## src/sv/csvt_pkg.sv

```systemverilog
// ----------------------------------------------------------------------------
// csvt_pkg: shared types and constants of the CSV tokenizer
// Holds the token kinds, the register indexes, the special characters,
// the queue entry type and the Windows-1251 upper-half table.
// ----------------------------------------------------------------------------
`default_nettype none

package csvt_pkg;

	localparam int unsigned CharW = 16;
	localparam int unsigned CfgIdxW = 2;

	typedef enum logic [1:0] {
		KIND_CHAR      = 2'd0,
		KIND_FIELD_END = 2'd1,
		KIND_ROW_END   = 2'd2
	} kind_t;

	localparam logic [CfgIdxW-1:0] REG_DELIMITER   = 2'd0;
	localparam logic [CfgIdxW-1:0] REG_CP1251_MODE = 2'd1;

	localparam logic [CharW-1:0] QUOTE_CH     = 16'h0022;
	localparam logic [CharW-1:0] CR_CH        = 16'h000D;
	localparam logic [CharW-1:0] LF_CH        = 16'h000A;
	localparam logic [CharW-1:0] DELIM_RESET  = 16'd59;

	// One classified item as it travels from front to back.
	typedef struct packed {
		logic             eot;
		logic             is_quote;
		logic             is_delim;
		logic             is_cr;
		logic             is_lf;
		logic [CharW-1:0] ch;
	} entry_t;

	// Bytes 0x80..0xFF, as in Windows-1251 but for 0x9A and 0x9C..0x9F; 0x98 and 0x9F give U+FFFD.
	localparam logic [CharW-1:0] CP1251_HI [128] = '{
		16'h0402, 16'h0403, 16'h201A, 16'h0453, 16'h201E, 16'h2026, 16'h2020, 16'h2021,
		16'h20AC, 16'h2030, 16'h0409, 16'h2039, 16'h040A, 16'h040C, 16'h040B, 16'h040F,
		16'h0452, 16'h2018, 16'h2019, 16'h201C, 16'h201D, 16'h2022, 16'h2013, 16'h2014,
		16'hFFFD, 16'h2122, 16'h045A, 16'h203A, 16'h045C, 16'h045B, 16'h045F, 16'hFFFD,
		16'h00A0, 16'h040E, 16'h045E, 16'h0408, 16'h00A4, 16'h0490, 16'h00A6, 16'h00A7,
		16'h0401, 16'h00A9, 16'h0404, 16'h00AB, 16'h00AC, 16'h00AD, 16'h00AE, 16'h0407,
		16'h00B0, 16'h00B1, 16'h0406, 16'h0456, 16'h0491, 16'h00B5, 16'h00B6, 16'h00B7,
		16'h0451, 16'h2116, 16'h0454, 16'h00BB, 16'h0458, 16'h0405, 16'h0455, 16'h0457,
		16'h0410, 16'h0411, 16'h0412, 16'h0413, 16'h0414, 16'h0415, 16'h0416, 16'h0417,
		16'h0418, 16'h0419, 16'h041A, 16'h041B, 16'h041C, 16'h041D, 16'h041E, 16'h041F,
		16'h0420, 16'h0421, 16'h0422, 16'h0423, 16'h0424, 16'h0425, 16'h0426, 16'h0427,
		16'h0428, 16'h0429, 16'h042A, 16'h042B, 16'h042C, 16'h042D, 16'h042E, 16'h042F,
		16'h0430, 16'h0431, 16'h0432, 16'h0433, 16'h0434, 16'h0435, 16'h0436, 16'h0437,
		16'h0438, 16'h0439, 16'h043A, 16'h043B, 16'h043C, 16'h043D, 16'h043E, 16'h043F,
		16'h0440, 16'h0441, 16'h0442, 16'h0443, 16'h0444, 16'h0445, 16'h0446, 16'h0447,
		16'h0448, 16'h0449, 16'h044A, 16'h044B, 16'h044C, 16'h044D, 16'h044E, 16'h044F
	};

endpackage

`default_nettype wire

```

## src/sv/csvt_front.sv

```systemverilog
// ----------------------------------------------------------------------------
// csvt_front: character decode and classification
// Decodes the incoming code unit and flags quote, delimiter, CR and LF.
// ----------------------------------------------------------------------------
`default_nettype none

module csvt_front
	import csvt_pkg::*;
(
	input  wire logic             op,
	input  wire logic [CharW-1:0] code,
	input  wire logic [CharW-1:0] delimiter,
	input  wire logic             cp1251_mode,
	output entry_t                entry
);

	logic [CharW-1:0] ch;

	always_comb begin
		if (!cp1251_mode) begin
			ch = code;
		end else if (!code[7]) begin
			ch = {8'h00, code[7:0]};
		end else begin
			ch = CP1251_HI[code[6:0]];
		end
	end

	always_comb begin
		entry.eot      = op;
		entry.is_quote = (ch == QUOTE_CH);
		entry.is_delim = (ch == delimiter);
		entry.is_cr    = (ch == CR_CH);
		entry.is_lf    = (ch == LF_CH);
		entry.ch       = ch;
	end

endmodule

`default_nettype wire

```

## src/sv/csvt_queue.sv

```systemverilog
// ----------------------------------------------------------------------------
// csvt_queue: short first-word-fall-through queue
// Decouples the classifier from the token engine.
// ----------------------------------------------------------------------------
`default_nettype none

module csvt_queue
	import csvt_pkg::*;
#(
	parameter int unsigned Depth = 4
) (
	input  wire logic   clk,
	input  wire logic   arst_n,
	input  wire logic   push,
	input  wire entry_t wr_entry,
	output logic        full,
	input  wire logic   pop,
	output logic        nonempty,
	output entry_t      rd_entry
);

	localparam int unsigned PtrW = (Depth > 1) ? $clog2(Depth) : 1;
	localparam int unsigned CntW = $clog2(Depth + 1);
	localparam logic [PtrW-1:0] LastPtr = PtrW'(Depth - 1);
	localparam logic [CntW-1:0] DepthCnt = CntW'(Depth);

	entry_t          mem_q [Depth];
	logic [PtrW-1:0] wr_ptr_q;
	logic [PtrW-1:0] rd_ptr_q;
	logic [CntW-1:0] count_q;
	logic            do_push;
	logic            do_pop;

	assign full     = (count_q == DepthCnt);
	assign nonempty = (count_q != '0);
	assign do_push  = push && !full;
	assign do_pop   = pop && nonempty;
	assign rd_entry = mem_q[rd_ptr_q];

	always_ff @(posedge clk) begin
		if (do_push) begin
			mem_q[wr_ptr_q] <= wr_entry;
		end
	end

	always_ff @(posedge clk or negedge arst_n) begin
		if (!arst_n) begin
			wr_ptr_q <= '0;
			rd_ptr_q <= '0;
			count_q  <= '0;
		end else begin
			if (do_push) begin
				wr_ptr_q <= (wr_ptr_q == LastPtr) ? '0 : wr_ptr_q + 1'b1;
			end
			if (do_pop) begin
				rd_ptr_q <= (rd_ptr_q == LastPtr) ? '0 : rd_ptr_q + 1'b1;
			end
			if (do_push && !do_pop) begin
				count_q <= count_q + 1'b1;
			end else if (do_pop && !do_push) begin
				count_q <= count_q - 1'b1;
			end
		end
	end

	a_count_bound: assert property (@(posedge clk) disable iff (!arst_n)
		count_q <= DepthCnt)
		else $error("queue count above depth");

	a_count_track: assert property (@(posedge clk) disable iff (!arst_n)
		(do_push && !do_pop) |=> (count_q == $past(count_q) + 1'b1))
		else $error("queue count missed a push");

	a_ptr_gap: assert property (@(posedge clk) disable iff (!arst_n)
		(count_q == '0) |-> (wr_ptr_q == rd_ptr_q))
		else $error("empty queue with pointers apart");

endmodule

`default_nettype wire

```

## src/sv/csvt_back.sv

```systemverilog
// ----------------------------------------------------------------------------
// csvt_back: quote state machine and token output register
// Applies one classified item per cycle to the parser flags, unless the token output is stalled.
// ----------------------------------------------------------------------------
`default_nettype none

module csvt_back
	import csvt_pkg::*;
(
	input  wire logic             clk,
	input  wire logic             arst_n,
	input  wire logic             q_nonempty,
	input  wire entry_t           q_entry,
	output logic                  q_pop,
	output logic                  m_tvalid,
	input  wire logic             m_tready,
	output logic [CharW-1:0]      m_tdata,
	output logic [1:0]            m_tuser
);

	logic in_quoted_q, quote_pending_q, field_has_chars_q, row_has_fields_q;
	logic in_quoted_d, quote_pending_d, field_has_chars_d, row_has_fields_d;
	logic unquoted;
	logic emit;
	kind_t kind;
	logic [CharW-1:0] ch_out;
	logic m_valid_q;
	kind_t kind_q;
	logic [CharW-1:0] char_q;

	assign q_pop = q_nonempty && (!m_valid_q || m_tready);

	always_comb begin
		in_quoted_d       = in_quoted_q;
		quote_pending_d   = quote_pending_q;
		field_has_chars_d = field_has_chars_q;
		row_has_fields_d  = row_has_fields_q;
		unquoted          = !in_quoted_q;
		emit              = 1'b0;
		kind              = KIND_CHAR;
		ch_out            = '0;
		if (q_entry.eot) begin
			unquoted          = 1'b0;
			emit              = field_has_chars_q || row_has_fields_q;
			kind              = KIND_ROW_END;
			in_quoted_d       = 1'b0;
			quote_pending_d   = 1'b0;
			field_has_chars_d = 1'b0;
			row_has_fields_d  = 1'b0;
		end else if (in_quoted_q) begin
			if (quote_pending_q) begin
				quote_pending_d = 1'b0;
				if (q_entry.is_quote) begin
					// doubled quote: literal quote character
					field_has_chars_d = 1'b1;
					emit              = 1'b1;
					ch_out            = QUOTE_CH;
				end else begin
					in_quoted_d = 1'b0;
					unquoted    = 1'b1;
				end
			end else if (q_entry.is_quote) begin
				quote_pending_d = 1'b1;
			end else begin
				field_has_chars_d = 1'b1;
				emit              = 1'b1;
				ch_out            = q_entry.ch;
			end
		end
		if (unquoted) begin
			if (q_entry.is_quote) begin
				in_quoted_d = 1'b1;
			end else if (q_entry.is_delim) begin
				field_has_chars_d = 1'b0;
				row_has_fields_d  = 1'b1;
				emit              = 1'b1;
				kind              = KIND_FIELD_END;
			end else if (q_entry.is_cr) begin
				emit = 1'b0;
			end else if (q_entry.is_lf) begin
				field_has_chars_d = 1'b0;
				row_has_fields_d  = 1'b0;
				emit              = 1'b1;
				kind              = KIND_ROW_END;
			end else begin
				field_has_chars_d = 1'b1;
				emit              = 1'b1;
				ch_out            = q_entry.ch;
			end
		end
	end

	always_ff @(posedge clk or negedge arst_n) begin
		if (!arst_n) begin
			in_quoted_q       <= 1'b0;
			quote_pending_q   <= 1'b0;
			field_has_chars_q <= 1'b0;
			row_has_fields_q  <= 1'b0;
			m_valid_q         <= 1'b0;
		end else begin
			if (q_pop) begin
				in_quoted_q       <= in_quoted_d;
				quote_pending_q   <= quote_pending_d;
				field_has_chars_q <= field_has_chars_d;
				row_has_fields_q  <= row_has_fields_d;
			end
			if (q_pop && emit) begin
				m_valid_q <= 1'b1;
			end else if (m_tready) begin
				m_valid_q <= 1'b0;
			end
		end
	end

	always_ff @(posedge clk) begin
		if (q_pop && emit) begin
			kind_q <= kind;
			char_q <= ch_out;
		end
	end

	assign m_tvalid = m_valid_q;
	assign m_tdata  = char_q;
	assign m_tuser  = kind_q;

	a_pending_quoted: assert property (@(posedge clk) disable iff (!arst_n)
		quote_pending_q |-> in_quoted_q)
		else $error("quote pending outside quoted mode");

	a_eot_clears: assert property (@(posedge clk) disable iff (!arst_n)
		(q_pop && q_entry.eot) |=>
		(!in_quoted_q && !quote_pending_q && !field_has_chars_q && !row_has_fields_q))
		else $error("end of text left parser flags set");

	a_no_pop_stalled: assert property (@(posedge clk) disable iff (!arst_n)
		(m_valid_q && !m_tready) |-> !q_pop)
		else $error("item consumed while token stalled");

	a_char_zero: assert property (@(posedge clk) disable iff (!arst_n)
		(m_valid_q && (kind_q != KIND_CHAR)) |-> (char_q == '0))
		else $error("non-character token carries data");

endmodule

`default_nettype wire

```

## src/sv/csv_tokenizer_cp1251.sv

```systemverilog
// ----------------------------------------------------------------------------
// csv_tokenizer_cp1251: streaming CSV field tokenizer with Windows-1251 decode
// Turns a character stream into field characters, field ends and row ends.
// ----------------------------------------------------------------------------
// Feed one character per transaction on the s_ side (s_tuser = 0) or an
// end-of-text mark (s_tuser = 1, s_tdata ignored). Each transaction yields
// zero or one token on the m_ side: m_tuser 0 is a field character in
// m_tdata, 1 is the end of a field, 2 the end of a field and of a row (data
// zero for both). Quotes follow the usual rules: a quote opens quoted mode,
// a doubled quote inside it is a literal quote, a lone quote closes it
// (resolved on the next character). Outside quotes CR is dropped and LF ends
// the row. The block takes one transaction per clock while the queue has
// room: the front decodes and classifies in the accepting cycle, a
// QueueDepth-entry queue holds classified items, and the back applies one
// item per cycle, unless the output register is stalled, to the quote flags
// into a one-entry output register. s_tready drops only when the queue
// fills under output backpressure.
// Write configuration only while idle: register 0 is the delimiter code
// unit (reset ';'), register 1 enables Windows-1251 decode of the low byte
// (reset off). Writes to other indexes are ignored.
// ----------------------------------------------------------------------------
`default_nettype none

module csv_tokenizer_cp1251
	import csvt_pkg::*;
#(
	parameter int unsigned QueueDepth = 4
) (
	input  wire logic               clk,
	input  wire logic               arst_n,
	// configuration write port
	input  wire logic               cfg_we,
	input  wire logic [CfgIdxW-1:0] cfg_index,
	input  wire logic [CharW-1:0]   cfg_data,
	// input stream
	input  wire logic               s_tvalid,
	output logic                    s_tready,
	input  wire logic [CharW-1:0]   s_tdata,   // [15:0] code
	input  wire logic               s_tuser,   // [0] op: 0 character, 1 end of text
	// output stream
	output logic                    m_tvalid,
	input  wire logic               m_tready,
	output logic [CharW-1:0]        m_tdata,   // [15:0] out_char
	output logic [1:0]              m_tuser    // [1:0] kind
);

	logic [CharW-1:0] delimiter_q;
	logic             cp1251_mode_q;
	entry_t           front_entry;
	entry_t           head_entry;
	logic             q_full;
	logic             q_nonempty;
	logic             q_pop;
	logic             accept;

	// Hold configuration; only writes to known indexes take effect.
	always_ff @(posedge clk or negedge arst_n) begin
		if (!arst_n) begin
			delimiter_q   <= DELIM_RESET;
			cp1251_mode_q <= 1'b0;
		end else if (cfg_we) begin
			unique case (cfg_index)
				REG_DELIMITER:   delimiter_q   <= cfg_data;
				REG_CP1251_MODE: cp1251_mode_q <= cfg_data[0];
				default:         ;
			endcase
		end
	end

	assign s_tready = !q_full;
	assign accept   = s_tvalid && s_tready;

	// Decode and classify each character as it arrives.
	csvt_front u_front (
		.op          (s_tuser),
		.code        (s_tdata),
		.delimiter   (delimiter_q),
		.cp1251_mode (cp1251_mode_q),
		.entry       (front_entry)
	);

	// Buffer classified items so either side can stall on its own.
	csvt_queue #(
		.Depth (QueueDepth)
	) u_queue (
		.clk      (clk),
		.arst_n   (arst_n),
		.push     (accept),
		.wr_entry (front_entry),
		.full     (q_full),
		.pop      (q_pop),
		.nonempty (q_nonempty),
		.rd_entry (head_entry)
	);

	// Advance the quote state and register at most one token per item.
	csvt_back u_back (
		.clk        (clk),
		.arst_n     (arst_n),
		.q_nonempty (q_nonempty),
		.q_entry    (head_entry),
		.q_pop      (q_pop),
		.m_tvalid   (m_tvalid),
		.m_tready   (m_tready),
		.m_tdata    (m_tdata),
		.m_tuser    (m_tuser)
	);

endmodule

`default_nettype wire

```

## config.mk

```make
export PLATFORM = sky130hd
export DESIGN_NAME = csv_tokenizer_cp1251
export DESIGN_NICKNAME = d
export VERILOG_FILES = /design/src/sv/csvt_pkg.sv /design/src/sv/csvt_front.sv /design/src/sv/csvt_queue.sv /design/src/sv/csvt_back.sv /design/src/sv/csv_tokenizer_cp1251.sv
export SDC_FILE = /design/constraint.sdc
export NUM_CORES = 1
export LEC_CHECK = 0
export BUFFER_PORTS_ARGS = -buffer_cell sky130_fd_sc_hd__buf_2
export CELL_PAD_IN_SITES_DETAIL_PLACEMENT = 1
export CELL_PAD_IN_SITES_GLOBAL_PLACEMENT = 1
export CORE_MARGIN = 5
export CORE_UTILIZATION = 45
export DETAILED_ROUTE_END_ITERATION = 10
export PLACE_DENSITY_LB_ADDON = 0.2
export SLEW_MARGIN = 20
export SYNTH_ARGS = -nofsm -noshare
export SYNTH_HDL_FRONTEND = slang
export SYNTH_HIERARCHICAL = 1
export SYNTH_SLANG_ARGS = --single-unit
```

## constraint.sdc

```tcl
create_clock -name clk -period 3.8 [get_ports clk]
set_input_delay 0.76 -clock clk [delete_from_list [all_inputs] [get_ports clk]]
set_output_delay 0.76 -clock clk [all_outputs]
set_load 0.02 [all_outputs]
```

After elaboration in Yosys (flattened, before gate mapping)
Memories as Yosys holds them, arrays and structs flattened.
Index checks and enable logic that the tools add are counted.
{"block": "op_classes", "addsub": 4, "multipliers": 0, "div_mod_pow": 0, "n_lt_le_gt_ge": 1, "n_eq_ne": 8, "n_shift": 0, "n_mux": 65, "bitwise": 1, "n_reduce_logical": 22}
{"op": "two-way mux 16 bit", "n": 13}
{"op": "two-way mux 1 bit", "n": 41}
{"op": "== test 16 x 4 -> 1 bit, second input constant", "n": 2}
{"op": "== test 16 bit", "n": 1}
{"op": "== test 16 x 6 -> 1 bit, second input constant", "n": 1}
{"op": "two-way mux 2 bit", "n": 8}
{"op": ">= comparator 8 bit, second input constant", "n": 1}
{"op": "NOT 7 -> 8 bit", "n": 1}
{"op": "logical AND 1 bit", "n": 7}
{"op": "two-way mux 3 bit", "n": 2}
{"op": "two-way mux 6 bit", "n": 1}
{"op": "AND reduction 2 bit", "n": 3}
{"op": "nonzero test 2 bit", "n": 3}
{"op": "zero test 1 bit", "n": 5}
{"op": "adder 2 x 1 -> 2 bit, second input constant", "n": 2}
{"op": "== test 2 bit, second input constant", "n": 2}
{"op": "adder 3 x 1 -> 3 bit, second input constant", "n": 1}
{"op": "== test 3 bit, second input constant", "n": 1}
{"op": "nonzero test 3 bit", "n": 1}
{"op": "subtractor 3 x 1 -> 3 bit, second input constant", "n": 1}
{"op": "== test 2 x 1 -> 1 bit, second input constant", "n": 1}
{"op": "zero test 2 bit", "n": 1}
{"op": "logical OR 1 bit", "n": 2}
{"block": "word_totals", "reg_bits": 47, "latchBits": 0, "ram_bits": 84, "mem_bits_ro": 2048, "inputBits": 40, "out_inout_bits": 20, "wordCells": 115, "memories": 2}
{"memory": "(no name shown)", "depth": 128, "width": 16, "rd": 1, "rd_clocked_by_memory_dff": 0, "wr": 0, "line_no": "csvt_front.sv:25", "text": "ch = CP1251_HI[code[6:0]];"}
{"memory": "u_queue.mem_q", "depth": 4, "width": 21, "rd": 1, "rd_clocked_by_memory_dff": 0, "wr": 1, "line_no": "csvt_queue.sv:27", "text": "entry_t mem_q [Depth];"}

Longest topological paths before layout
Gate-level depths: netlist of the first run.
An unclocked memory read counts as a cell.
{"block": "depth", "depth_word": 10, "ltp_mapped": 12, "depth_no_buf": 10}

By module
Netlist of the first run, hierarchy kept.
{"module": "csvt_queue", "instances": 1, "cells_per_inst": 147, "area_each_um2": 3498.4, "seq_area_each_um2": 2697.6}
{"module": "csvt_front", "instances": 1, "cells_per_inst": 289, "area_each_um2": 1891.8, "seq_area_each_um2": 0.0}
{"module": "csvt_back", "instances": 1, "cells_per_inst": 90, "area_each_um2": 1118.6, "seq_area_each_um2": 665.6}
{"module": "csv_tokenizer_cp1251", "instances": 1, "cells_per_inst": 39, "area_each_um2": 674.4, "seq_area_each_um2": 431.7}

Least setup slack after synthesis of the first run
No wires, ideal clock.
{"block": "synth_timing", "kind": "input-to-reg", "start": "in s_tdata[0]", "end": "mem u_queue/mem_q[0][16] (netlist bit) (data pin)", "arrival_ns": 3.340, "slack_ns": 0.221, "path_stages": 10, "cell_sequence": "clkbuf_1 inv_1 ha_1 buf_2 o21a_2 nor3_1 a31oi_1 or4_1 or4_4 nor4_1"}
{"item": "from (decl)", "line_no": "csv_tokenizer_cp1251.sv:38", "text": "input wire logic [CharW-1:0] s_tdata,"}
{"item": "to (decl)", "line_no": "csvt_queue.sv:27"}

==> out/metrics.yaml, run 1 <==
run_status:
  status: "complete, no violations"
detailed_routing:
  ant_nets: 0
  firstDrtPassIters: 5
  first_iter_violations: 386
  vias_per_cell: 5.89
  drcViolationCount: 0
  post_drt_wl_per_cell_um: 22.0
  num_vias: 5163
  wl_um: 19300
sta:
  setup_tns_ns: 0
  rsz0062_at_grt: "false"
  hold_violations: 0
  fmax_mhz: 285
  setup_slack_ns: 0.286
  maxSlewHeadroom_pct: 45.0
  finalCritPeriodShare_pct: 92.5
  drv_slew: 0
  worst_slew_pin_slew_ns: 0.824
  period_needed_ns: 3.51
  worst_clock_skew_ns: 0.0103
  whs_ns: 0.376
  setup-violations-final: 0
final_layout:
  final_area_sq_um: 8430
  diodes: 0
  utilization_pct: 53.4
  drive_gt1_share_pct: 30.9
  fin_nets: 705
  syn_to_final_growth_pct: 17.3
run:
  cap_viol_max_count: 0
die:
  start_util_pct: 45.5
  die_area_sq_um: 18600
  fp.dieW_um: 136
  die-height_um: 136
  coreArea_sq_um: 15800
  num_io_pins: 60
  fp-row-count: 46
global_route:
  grt_pass1_wl_um: 30900
  antenna_found_initial: 0
  grt_pass1_vias: 5661
  grt_overflow: 0
  track_usage_pct: 21.8
  grt_max_degree: 43
power:
  p_comb_share_pct: 33.9
  switching_power_w: 0.00197
  clock_power_share_pct: 27.2
  swShare_pct: 33.5
  max-vdd-ir-drop_v: 0.000337
  power_leakage_nw: 3.18
  p_int_w: 0.00393
  powerDensity_nw_per_um2: 700
  seq_power_share_pct: 38.9
cts:
  clock-sinks: 131
  tritoncts: "built"
  root_buffer: "clkbuf_16"
  cts_max_path_buffers: 2
  cts_made_buffers: 17
  cts_resized: 0
  cts-hold-fix-buffers: 0
  h-tree-depth: 4
  clkLatencyLatePin_ns: 0.41
  cts_setup_buffers: 0
  clk_pin_slew_worst_paths_ns: 0.06
place:
  placed_area_sq_um: 7840
  gp_congestion: 0.905
  pre_cts_ws_ns: -0.113
  dp_hpwl_um: 14100
  io_buffers: 59
worst_setup_path:
  endpoint_kind: "flop"
  required_ns: 3.92
  worstPathArrival_ns: 3.64
  crit_fanout: 7
  path_class: "primary input to flop"
  start_kind: "primary input"
  reg2reg_depth: 7
synthesis:
  syn_inst: 565
  ys_ff_latch: 131
  synth_edf_count: 102
  synthArstFlopShare_pct: 22.1
  ys_seq_area_share_pct: 52.8
  ys_types: 91
  synth_area_per_cell_sq_um: 12.7
  yosysWarnings: 6
  syn-num-nets: 623
  netlist_area_sq_um: 7180
  ys.flop_type: "edfxtp_1"
min_path:
  hold_path_class: "primary input to asynchronous set/reset pin"
-- sequential cells by signal, indices dropped and copies added (netlist names), 2 cells and up --
register / cells
delimiter_q: 16
u_queue/wr_ptr_q: 2
u_back/m_tdata: 16
u_queue/count_q: 3
u_queue/mem_q: 84
u_queue/rd_ptr_q: 2
u_back/m_tuser: 2
-- critical path, stage by stage --
cell	delay [ns]
buf_2	0.10
inv_1	0.17
ha_1	0.34
or3b_1	0.40
a311oi_1	0.57
o31ai_1	0.23
or4_4	0.53
nor4_1	0.53
-- per-stage QoR --
stage | power (W) | std cells
finish | 0.00590 | 876
global route | 0.00623 | 876
CTS | 0.00596 | 876
detailed placement | 0.00433 | 844
global placement | 0.00419 | 844
floorplan | 0.00370 | 565
-- power groups by stage --
stage	logic, W	registers, W	clock network (W)
finish	0.00200	0.00230	0.00161
global route	0.00216	0.00234	0.00172
CTS	0.00202	0.00230	0.00164
detailed placement	0.00199	0.00233	0
global placement	0.00190	0.00230	0
floorplan	0.00134	0.00236	0
-- path summary, 6_finish.rpt --
| check | start | end | slack, ns |
|---|---|---|---|
| setup / recovery | s_tdata[0] | u_queue/mem_q[3][17] | 0.29 |
| min in group clk | u_queue/count_q[2] | u_queue/count_q[2] | 0.50 |
| max in group asynchronous | arst_n | u_back/field_has_chars_q | 2.99 |
| hold / removal | arst_n | delimiter_q[10] | 0.38 |
| setup reg to reg | cp1251_mode_q | u_queue/mem_q[3][17] | 0.74 |
| hold reg to reg | u_queue/count_q[2] | u_queue/count_q[2] | 0.50 |
-- logic make-up (layout without fill, tap and decap cells) --
family	count (synthesis)	after routing	synth area share, %
muxes	48	48	10.9
buffers and inverters	65	160	4.70
DFF	131	131	52.8
xor gates and xnor gates	10	10	1.22
AOI/OAI and AO/OA	125	125	13.1
and+or+nand+nor	168	168	14.1
adders and majority gates	18	18	3.24
-- final cells by class --
| class | count | area [sq um] |
|---|---|---|
| inverter | 26 | 97.6 |
| sequential | 131 | 3790 |
| multi-input combinational | 369 | 3060 |
| timing repair buffer | 102 | 618 |
| tap | 216 | 270 |
| clock buffer | 17 | 425 |
| fill | 1657 | 7340 |
| clock inverter | 15 | 164 |
-- synthesized netlist by cell type (6+ instances only) --
library cell / number / area share [%]
edfxtp_1: 102 / 43
inv_1: 25 / 1.3
dfrtp_1: 24 / 8.4
nand2_1: 22 / 1.1
nor2_1: 22 / 1.1
mux2_2: 21 / 3.3
mux4_2: 21 / 6.6
a21oi_1: 20 / 1.4
and2_1: 18 / 1.6
buf_2: 18 / 1.3
ha_1: 17 / 3.0
nand2b_1: 16 / 1.4
o21ai_0: 16 / 1.1
nand3_1: 15 / 1.0
nor2b_1: 14 / 1.2
nor3_1: 11 / 0.77
a31oi_1: 9 / 0.78
clkbuf_1: 8 / 0.42
a311oi_1: 6 / 0.73
o211ai_1: 6 / 0.63
xnor2_1: 6 / 0.73
-- layout by cell type (no fill, tap or decap), types with 5 or more instances in the layout --
cell       count
a211oi_1       5
a21oi_1       20
a311oi_1       6
a31oi_1        9
and2_1        18
buf_2         59
buf_4         43
clkbuf_16     17
dfrtp_1       24
dfstp_2        5
edfxtp_1     102
ha_1          17
inv_1         25
mux2_2        21
mux4_2        21
nand2_1       22
nand2b_1      16
nand3_1       15
nor2_1        21
nor2b_1       14
nor3_1        10
nor3b_1        5
nor4_1         5
o211ai_1       6
o21a_1         5
o21ai_0       16
xnor2_1        6
-- metal layers --
| layer | track usage (%) | routed length, um | up-vias |
|---|---|---|---|
| li1 | - | - | 2350 |
| met1 | 26.8 | 7920 | 2617 |
| met2 | 38.2 | 10000 | 161 |
| met3 | 4.59 | 895 | 35 |
| met4 | 7.39 | 412 | 0 |
| met5 | 0 | 0 | - |
(Power assumes the default switching activity.)
==> run 2: changes to the inputs <==
--- a/config.mk
+++ b/config.mk
@@ -8,11 +8,10 @@
 export BUFFER_PORTS_ARGS = -buffer_cell sky130_fd_sc_hd__buf_2
 export CELL_PAD_IN_SITES_DETAIL_PLACEMENT = 1
 export CELL_PAD_IN_SITES_GLOBAL_PLACEMENT = 1
-export CORE_MARGIN = 5
 export CORE_UTILIZATION = 45
 export DETAILED_ROUTE_END_ITERATION = 10
 export PLACE_DENSITY_LB_ADDON = 0.2
-export SLEW_MARGIN = 20
+export SLEW_MARGIN = 40
 export SYNTH_ARGS = -nofsm -noshare
 export SYNTH_HDL_FRONTEND = slang
 export SYNTH_HIERARCHICAL = 1
==> out/metrics.yaml, run 2 (same netlist as run 1, synthesis figures left out) <==
final_layout:
  final_cell_mix: "edfxtp_1, buf_2, buf_4"
  drive_gt1_share_pct: 30.6
  syn_to_final_growth_pct: 17.3
  largest_register: "u_queue/mem_q"
  multi_input_area_sq_um: 3060
  fin_nets: 703
  diodes: 0
  final_common_cell: "edfxtp_1"
  regArea_sq_um: 3790
  fillers: 1603
  utilization_pct: 54.8
  largest_register_ffs: 84
sta:
  rsz0062_at_grt: "false"
  hold_violations: 0
  fmax_mhz: 286
  worst_slew_pin_slew_ns: 0.807
  finalCritPeriodShare_pct: 92.0
  worst_clock_skew_ns: 0.00720
  setup-violations-final: 0
  drv_slew: 0
  maxSlewHeadroom_pct: 46.0
  period_needed_ns: 3.50
power:
  clock_power_share_pct: 28.0
  power_w: 0.00594
  seq_power_share_pct: 38.0
  powerDensity_nw_per_um2: 705
  switching_power_w: 0.00195
  power_leakage_nw: 3.17
  swShare_pct: 32.8
  p_int_w: 0.00399
  max-vdd-ir-drop_v: 0.000329
  p_comb_share_pct: 34.0
cts:
  cts-hold-fix-buffers: 0
  clkLatencyLatePin_ns: 0.41
  cts_made_buffers: 17
  tritoncts: "built"
  cts_resized: 0
  root_buffer: "clkbuf_16"
  cts_setup_buffers: 0
  clk_pin_slew_worst_paths_ns: 0.05
  cts_max_path_buffers: 2
  clock-sinks: 131
  h-tree-depth: 4
die:
  die-height_um: 128
  fp.dieW_um: 128
  coreArea_sq_um: 15400
  num_io_pins: 60
  die_area_sq_um: 16500
  fp-row-count: 45
  start_util_pct: 46.7
detailed_routing:
  met2_length_um: 9400
  wl_um: 18700
  met1Wirelength_um: 8150
  vias_per_cell: 5.97
  post_drt_wl_per_cell_um: 21.5
  num_vias: 5181
  dr_wl_met3_um: 667
  drcViolationCount: 0
  top_layer_used: "met4"
  ant_nets: 0
  firstDrtPassIters: 4
  first_iter_violations: 379
place:
  gp_congestion: 0.911
  dp_hpwl_um: 13500
  io_buffers: 59
run:
  cap_viol_max_count: 0
worst_setup_path:
  endpoint_kind: "flop"
  crit_buf_inv: 2
  required_ns: 3.93
  slowest_stage: "nor4_1"
  crit_fanout: 7
  cp_top_family: "simple AND/OR/NAND/NOR gates"
  max_stage_delay_ns: 0.55
  path_class: "primary input to flop"
  worstPathArrival_ns: 3.62
  path_cells: "buf_2 -> inv_1 -> ha_1 -> or3b_1 -> a311oi_1 -> o31ai_1 -> or4_4 -> nor4_1"
  start_kind: "primary input"
global_route:
  grt_overflow: 0
  grt_max_degree: 35
  track_usage_pct: 24.4
  antenna_found_initial: 0
  grt_pass1_vias: 5476
  grt_pass1_wl_um: 30100
min_path:
  hold_path_class: "primary input to asynchronous set/reset pin"
run_status:
  status: "complete, no violations"
[run 2: cell types whose count changed in the layout (fill, tap and decap cells not counted), sizes merged]
cell / before / now
bufinv: 3 / 4
buf: 102 / 100
inv: 28 / 26
clkinv: 9 / 7
clkbuf: 17 / 19
[run 2: power groups by stage]
stage	clock, W	sequential, W	combinational, W
after floorplan	0	0.00236	0.00134
after global placement	0	0.00225	0.00195
after detailed placement	0	0.00228	0.00204
after CTS	0.00169	0.00226	0.00205
after global routing	0.00174	0.00230	0.00221
final	0.00166	0.00225	0.00202
[run 2: routing by layer]
metal / track usage [%] / up-vias
met5: 0 / -
met4: 10.1 / 0
met3: 4.20 / 37
met2: 41.6 / 135
met1: 30.9 / 2660
li1: - / 2349
[run 2: path summary, 6_finish.rpt]
kind | from | end | slack (ns) | cells past startpoint
max | s_tdata[0] | u_queue/mem_q[1][17] | 0.30 | 8
min | arst_n | delimiter_q[10] | 0.39 | 1
max reg2reg | cp1251_mode_q | u_queue/mem_q[1][17] | 0.75 | 7
min reg2reg | u_queue/count_q[2] | u_queue/count_q[2] | 0.51 | 1
max in group asynchronous | arst_n | u_back/quote_pending_q | 2.96 | 1
min in group clk | u_queue/count_q[2] | u_queue/count_q[2] | 0.51 | 1
[run 2: metrics by stage]
stage               setup TNS [ns]  cells  cell area [sq um]  hold WS, ns  worst slack [ns]
floorplan                        0    565               7180        0.464             0.221
global placement                 0    836               7810        0.483             0.113
detailed placement          -0.756    836               7820        0.497            -0.131
CTS                              0    867               8410        0.401             0.285
global route                     0    868               8420        0.438            0.0663
finish                           0    868               8420        0.388             0.304
[run 2: worst reg2reg max path, cell delays in order (launching register included)]
cell and delay (ns):
dfrtp_1 0.52, nand2_1 0.27, o21a_1 0.29, o22ai_1 0.12, a31oi_1 0.07, or4_1 0.50
or4_4 0.45, nor4_1 0.55
[run 2: layout make-up]
class                           count  area share (%)
Sequential cell                   131            45.1
Multi-Input combinational cell    369            36.4
Clock buffer                       19            5.14
Tap cell                          211            3.13
Inverter                           26            1.16
Timing Repair Buffer              100            7.20
Clock inverter                     12            1.95
